<file path="src/sv/lfa_pkg.sv">
`timescale 1ns / 1ps
// Shared types, codes and helpers for the loss function accumulator.
// No dependencies; imported by every module of the block.
package lfa_pkg;

  localparam int MAX_COLUMNS = 256;
  localparam int COL_W       = 9;
  localparam int CFG_IDX_W   = 1;
  localparam int CFG_DATA_W  = 9;
  localparam int LN_STEPS    = 20;
  localparam int DIV_STEPS   = 64;
  localparam int CNT_W       = 6;
  localparam logic [31:0] LN2_Q32 = 32'hB17217F8;

  localparam logic [CFG_IDX_W-1:0] CFG_LOSS_MODE = 1'd0;
  localparam logic [CFG_IDX_W-1:0] CFG_COLUMNS   = 1'd1;

  typedef enum logic [1:0] {
    MODE_MSE = 2'd0,
    MODE_MAE = 2'd1,
    MODE_BCE = 2'd2,
    MODE_CCE = 2'd3
  } loss_mode_t;

  typedef enum logic [1:0] {
    ERR_NONE  = 2'd0,
    ERR_CLASS = 2'd1,
    ERR_COLS  = 2'd2
  } err_code_t;

  typedef enum logic [1:0] {
    LN_P      = 2'd0,
    LN_Q      = 2'd1,
    LN_CHOSEN = 2'd2
  } ln_sel_t;

  typedef enum logic [1:0] {
    DIV_ROW   = 2'd0,
    DIV_BATCH = 2'd1,
    DIV_TOTAL = 2'd2
  } div_sel_t;

  typedef enum logic [3:0] {
    ST_IDLE,
    ST_DISPATCH,
    ST_SQ,
    ST_LN_INIT,
    ST_LN_STEP,
    ST_LN_MUL,
    ST_LN_FIN,
    ST_BCE_M1,
    ST_BCE_M0,
    ST_ROW_ADD,
    ST_ROW_END,
    ST_DIV_INIT,
    ST_DIV_STEP,
    ST_DIV_FIN,
    ST_ACC,
    ST_WAIT_OUT
  } state_t;

  typedef struct packed {
    logic              kind;
    logic signed [23:0] predicted;
    logic signed [23:0] truth;
    logic [7:0]        class_index;
    logic              last_in_row;
    logic              last_in_batch;
  } in_word_t;

  typedef struct packed {
    logic [31:0] sample_loss;
    logic [31:0] batch_mean;
    logic [31:0] accumulated_mean;
    logic        batch_done;
    logic [1:0]  error;
  } out_word_t;

  typedef struct packed {
    logic     load;
    logic     sq;
    logic     ln_init;
    logic     ln_step;
    logic     ln_mul;
    logic     ln_fin;
    ln_sel_t  ln_sel;
    logic     bce_m1;
    logic     bce_m0;
    logic     row_add;
    logic     row_end;
    logic     div_init;
    logic     div_step;
    logic     div_fin;
    div_sel_t div_sel;
    logic     acc;
    logic     emit;
  } dp_cmd_t;

  typedef struct packed {
    logic       kind;
    logic       last_row;
    logic       row_err;
    logic       row_neg;
    loss_mode_t mode;
  } dp_status_t;

  // clamp a Q7.16 probability to one LSB inside (0, 1)
  function automatic logic [15:0] prob_clamp(input logic signed [23:0] p);
    if (p < 24'sd1) return 16'd1;
    else if (p > 24'sd65535) return 16'hFFFF;
    else return p[15:0];
  endfunction

endpackage

</file>
<file path="src/sv/lfa_ctrl.sv">
`timescale 1ns / 1ps
// Sequencer for the loss accumulator: handshakes and datapath commands.
// Depends on lfa_pkg.
module lfa_ctrl
  import lfa_pkg::*;
(
  input  logic       clk,
  input  logic       rst_n,
  input  logic       in_valid,
  output logic       in_ready,
  output logic       out_valid,
  input  logic       out_ready,
  input  dp_status_t status,
  output dp_cmd_t    cmd
);

  state_t            state_r, state_nxt;
  logic [CNT_W-1:0]  cnt_r, cnt_nxt;
  ln_sel_t           ln_ph_r, ln_ph_nxt;
  div_sel_t          div_ph_r, div_ph_nxt;
  logic              out_valid_r, out_valid_nxt;
  logic              slot_free;

  assign slot_free = !out_valid_r || out_ready;

  always_comb begin
    state_nxt  = state_r;
    cnt_nxt    = cnt_r;
    ln_ph_nxt  = ln_ph_r;
    div_ph_nxt = div_ph_r;
    case (state_r)
      ST_IDLE: if (in_valid) state_nxt = ST_DISPATCH;
      ST_DISPATCH: begin
        if (status.kind) begin
          state_nxt = ST_IDLE;
        end else begin
          case (status.mode)
            MODE_MSE, MODE_MAE: state_nxt = ST_SQ;
            MODE_BCE: begin
              state_nxt = ST_LN_INIT;
              ln_ph_nxt = LN_P;
            end
            default: state_nxt = ST_ROW_ADD;
          endcase
        end
      end
      ST_SQ:      state_nxt = ST_ROW_ADD;
      ST_LN_INIT: begin
        state_nxt = ST_LN_STEP;
        cnt_nxt   = '0;
      end
      ST_LN_STEP: begin
        if (cnt_r == CNT_W'(LN_STEPS - 1)) state_nxt = ST_LN_MUL;
        else cnt_nxt = cnt_r + 1'b1;
      end
      ST_LN_MUL:  state_nxt = ST_LN_FIN;
      ST_LN_FIN: begin
        case (ln_ph_r)
          LN_P: begin
            state_nxt = ST_LN_INIT;
            ln_ph_nxt = LN_Q;
          end
          LN_Q:    state_nxt = ST_BCE_M1;
          default: state_nxt = ST_ACC;
        endcase
      end
      ST_BCE_M1:  state_nxt = ST_BCE_M0;
      ST_BCE_M0:  state_nxt = ST_ROW_ADD;
      ST_ROW_ADD: state_nxt = status.last_row ? ST_ROW_END : ST_IDLE;
      ST_ROW_END: begin
        if (status.row_err) begin
          state_nxt = ST_ACC;
        end else if (status.mode == MODE_CCE) begin
          state_nxt = ST_LN_INIT;
          ln_ph_nxt = LN_CHOSEN;
        end else if (status.row_neg) begin
          state_nxt = ST_ACC;
        end else begin
          state_nxt  = ST_DIV_INIT;
          div_ph_nxt = DIV_ROW;
        end
      end
      ST_DIV_INIT: begin
        state_nxt = ST_DIV_STEP;
        cnt_nxt   = '0;
      end
      ST_DIV_STEP: begin
        if (cnt_r == CNT_W'(DIV_STEPS - 1)) state_nxt = ST_DIV_FIN;
        else cnt_nxt = cnt_r + 1'b1;
      end
      ST_DIV_FIN: begin
        case (div_ph_r)
          DIV_ROW: state_nxt = ST_ACC;
          DIV_BATCH: begin
            state_nxt  = ST_DIV_INIT;
            div_ph_nxt = DIV_TOTAL;
          end
          default: state_nxt = ST_WAIT_OUT;
        endcase
      end
      ST_ACC: begin
        state_nxt  = ST_DIV_INIT;
        div_ph_nxt = DIV_BATCH;
      end
      ST_WAIT_OUT: if (slot_free) state_nxt = ST_IDLE;
      default: state_nxt = ST_IDLE;
    endcase
  end

  always_comb begin
    cmd         = '0;
    cmd.ln_sel  = ln_ph_r;
    cmd.div_sel = div_ph_r;
    in_ready    = 1'b0;
    case (state_r)
      ST_IDLE: begin
        in_ready = 1'b1;
        cmd.load = in_valid;
      end
      ST_SQ:       cmd.sq = 1'b1;
      ST_LN_INIT:  cmd.ln_init = 1'b1;
      ST_LN_STEP:  cmd.ln_step = 1'b1;
      ST_LN_MUL:   cmd.ln_mul = 1'b1;
      ST_LN_FIN:   cmd.ln_fin = 1'b1;
      ST_BCE_M1:   cmd.bce_m1 = 1'b1;
      ST_BCE_M0:   cmd.bce_m0 = 1'b1;
      ST_ROW_ADD:  cmd.row_add = 1'b1;
      ST_ROW_END:  cmd.row_end = 1'b1;
      ST_DIV_INIT: cmd.div_init = 1'b1;
      ST_DIV_STEP: cmd.div_step = 1'b1;
      ST_DIV_FIN:  cmd.div_fin = 1'b1;
      ST_ACC:      cmd.acc = 1'b1;
      ST_WAIT_OUT: cmd.emit = slot_free;
      default: ;
    endcase
  end

  always_comb begin
    out_valid_nxt = out_valid_r;
    if (cmd.emit) out_valid_nxt = 1'b1;
    else if (out_ready) out_valid_nxt = 1'b0;
  end

  assign out_valid = out_valid_r;

  always_ff @(posedge clk) begin
    if (!rst_n) begin
      state_r     <= ST_IDLE;
      cnt_r       <= '0;
      ln_ph_r     <= LN_P;
      div_ph_r    <= DIV_ROW;
      out_valid_r <= 1'b0;
    end else begin
      state_r     <= state_nxt;
      cnt_r       <= cnt_nxt;
      ln_ph_r     <= ln_ph_nxt;
      div_ph_r    <= div_ph_nxt;
      out_valid_r <= out_valid_nxt;
    end
  end

endmodule

</file>
<file path="config.mk">
export PLATFORM = sky130hd
export DESIGN_NAME = lfa_ctrl
export DESIGN_NICKNAME = d
export VERILOG_FILES = /design/src/sv/lfa_pkg.sv /design/src/sv/lfa_ctrl.sv
export SDC_FILE = /design/constraint.sdc
export NUM_CORES = 1
export LEC_CHECK = 0
export ABC_AREA = 1
export BUFFER_PORTS_ARGS = -buffer_cell sky130_fd_sc_hd__buf_4
export CORE_MARGIN = 2
export CORE_UTILIZATION = 35
export CTS_CLUSTER_SIZE = 28
export DETAILED_ROUTE_END_ITERATION = 10
export GPL_TIMING_DRIVEN = 0
export SLEW_MARGIN = 40
export SYNTH_ARGS = -nofsm -noshare
export SYNTH_HDL_FRONTEND = slang
export SYNTH_SLANG_ARGS = --single-unit
</file>
<file path="constraint.sdc">
create_clock -name clk -period 4.25 [get_ports clk]
set_clock_uncertainty 0.2 [all_clocks]
set_input_delay 0.6375 -clock clk [delete_from_list [all_inputs] [get_ports clk]]
set_output_delay 0.6375 -clock clk [all_outputs]
set_load 0.005 [all_outputs]
</file>
==> results.sh <==
export IMPL_outcome="completed"
export IMPL_syn_nets=209
export IMPL_synth_most_common_cell="nand2_1"
export IMPL_vias_per_cell=4.44
export IMPL_crit_path_end_kind="output pin"
export IMPL_finalCritPeriodShare=0.540
export IMPL_hpwl_mm=2.27
export IMPL_final_area_um2=1420
export IMPL_power_w=0.000370
export IMPL_die_h_um=60.4
export IMPL_seq_area_frac_synth=0.270
export IMPL_synth_edf_count=0
export IMPL_antenna_found_initial=0
export IMPL_synth_cells=198
export IMPL_max_freq_mhz=436
export IMPL_fin_tns_setup_ps=0
export IMPL_synthTopCellsByCount="nand2_1 (49), nor2_1 (35), inv_1 (31), o21ai_0 (16)"
export IMPL_initialDrtViolationCount=47
export IMPL_slew_headroom=0.788
export IMPL_tightest_slew_ps=317
export IMPL_grt_pass1_vias=1088
export IMPL_setup_violations_final=0
export IMPL_die_x_um=60.4
export IMPL_drc=0
export IMPL_ys_ff_latch=15
export IMPL_arrival_ps=1460
export IMPL_powerDensity_nw_per_um2=260
export IMPL_grt_pass1_wl_mm=4.56
export IMPL_min_path_cells=2
export IMPL_drt_first_pass_iters=4
export IMPL_grt_max_degree=10
export IMPL_start_kind="flop"
export IMPL_grt_total_usage=0.165
export IMPL_detail_route_antenna_nets=0
export IMPL_clk_pin_slew_ps=90
export IMPL_yosys_warnings=0
export IMPL_synth_top_area_frac=0.270
export IMPL_yosysTopAreaCell="dfxtp_1"
export IMPL_rsz0062_at_grt="no"
export IMPL_cts_root_buf="clkbuf_4"
export IMPL_critPathKind="reg -> out"
export IMPL_diodes=0
export IMPL_tritoncts="built"
export IMPL_wl_per_cell_um=9.93
export IMPL_post_cts_buffers=0
export IMPL_ys_async_sr_fraction=0
export IMPL_finalMaxSlewViolations=0
export IMPL_syn2layout_area_growth_pct=27.7
export IMPL_dieArea_um2=3650
export IMPL_syn_cell_area_um2=1110
export IMPL_min_delay_path_class="reg -> reg"
export IMPL_cts_buffers=3
export IMPL_drive_above_1_share=0.228
export IMPL_core_area_um2=3030
export IMPL_ios=31
export IMPL_crit_fanout=7
export IMPL_layout_setup_ws_ps=1950
export IMPL_yosys_top_cells_area="dfxtp_1 (27%), nand2_1 (17%), nor2_1 (12%)"
export IMPL_dr_total_vias=1226
export IMPL_totalWireLength_mm=2.74
export IMPL_post_dp_cell_area_um2=1390
export IMPL_worstPathRequired_ps=3410
export IMPL_syn_area_per_cell_um2=5.62
export IMPL_nets=244
export IMPL_clkLatencyLatePin_ps=290
export IMPL_hold_viol_final=0
export IMPL_num_rows=20
export IMPL_clockBufferDepth=2
export IMPL_synth_cell_types=20
export IMPL_io_buffers=30
export IMPL_ys_flop_type="dfxtp_1"
export IMPL_cts_resized=0
export IMPL_place_congestion=0.872
export IMPL_maxCapViolCount=0
export IMPL_reg2reg_depth=9
export IMPL_start_util=0.367
export IMPL_p_leak_nw=0.768
export IMPL_postCtsHoldBufs=0
export IMPL_post_place_ws_ps=2100
export IMPL_min_period_ps=2300
export IMPL_ir_worst_vdd_mv=0.158
export IMPL_htreeDepth=1
export IMPL_gr_total_overflow=0
export IMPL_cts_sinks=15
[critical path: stages (launching register included)]
cell,delay [ps]
dfxtp_1,480
nand2_2,130
inv_2,100
nand2_1,90
nor2_1,150
buf_4,130
buf_4,90
[state kept, by name, indices dropped and copies added (netlist names)]
signal and flops:
cnt_r 6, state_r 4, out_valid 1, div_ph_r 2
ln_ph_r 2
[path summary, 6_finish.rpt]
check,startpoint,to,slack (ps)
hold reg to reg,ln_ph_r[0]$_SDFFE_PN0P_,ln_ph_r[0]$_SDFFE_PN0P_,290
hold / removal,ln_ph_r[0]$_SDFFE_PN0P_,ln_ph_r[0]$_SDFFE_PN0P_,290
setup / recovery,state_r[2]$_SDFFE_PN0P_,cmd[0],1950
setup reg to reg,cnt_r[0]$_SDFFE_PN0P_,state_r[2]$_SDFFE_PN0P_,2320
[cell usage in the layout (no fill, tap or decap), types with 2 or more instances in the layout]
cell	n
clkinv_2	2
nor2_1	35
buf_4	33
nand3_1	15
dfxtp_1	15
inv_2	3
nand2_1	49
nor2_2	3
nand2_2	6
a21oi_1	13
clkbuf_4	3
inv_1	31
o21ai_0	16
[cell families (layout without fill, tap and decap cells)]
logic type | count (synthesis) | count (layout) | share of synthesized area
fa+ha+maj | 1 | 1 | 0.0112
simple gates | 113 | 113 | 0.439
flops | 15 | 15 | 0.270
compound gates | 31 | 31 | 0.141
buf+inv | 38 | 72 | 0.139
[metrics by stage]
| stage | util | hold slack [ps] | std cells |
|---|---|---|---|
| floorplan | - | 268 | 198 |
| global placement | 0.460 | 272 | 272 |
| detailed placement | 0.460 | 276 | 272 |
| CTS | 0.469 | 290 | 276 |
| global route | 0.469 | 321 | 276 |
| finish | 0.469 | 285 | 276 |
[where the power goes]
part | internal [W] | switching (W)
logic | 0.0000489 | 0.0000770
clock network | 0.0000350 | 0.0000484
registers | 0.000150 | 0.0000109
[metal layers]
layer / up-vias / global-route usage / share of wire
met4: 0 / 0.0667 / 0.022
met2: 19 / 0.281 / 0.46
met1: 522 / 0.212 / 0.48
li1: 679 / - / -
met3: 6 / 0.0213 / 0.036
met5: - / 0 / 0
[layout make-up]
| type | count | area (um^2) |
|---|---|---|
| clock inverters | 1 | 5.00 |
| fillers | 345 | 1610 |
| plain buffers | 3 | 22.5 |
| multi-input cells | 145 | 657 |
| clock buffers | 3 | 22.5 |
| well taps | 44 | 55.1 |
| flip-flops and latches | 15 | 300 |
| repair buffers | 30 | 225 |
| inverters | 35 | 133 |
Power figures use the tool's default switching activity.
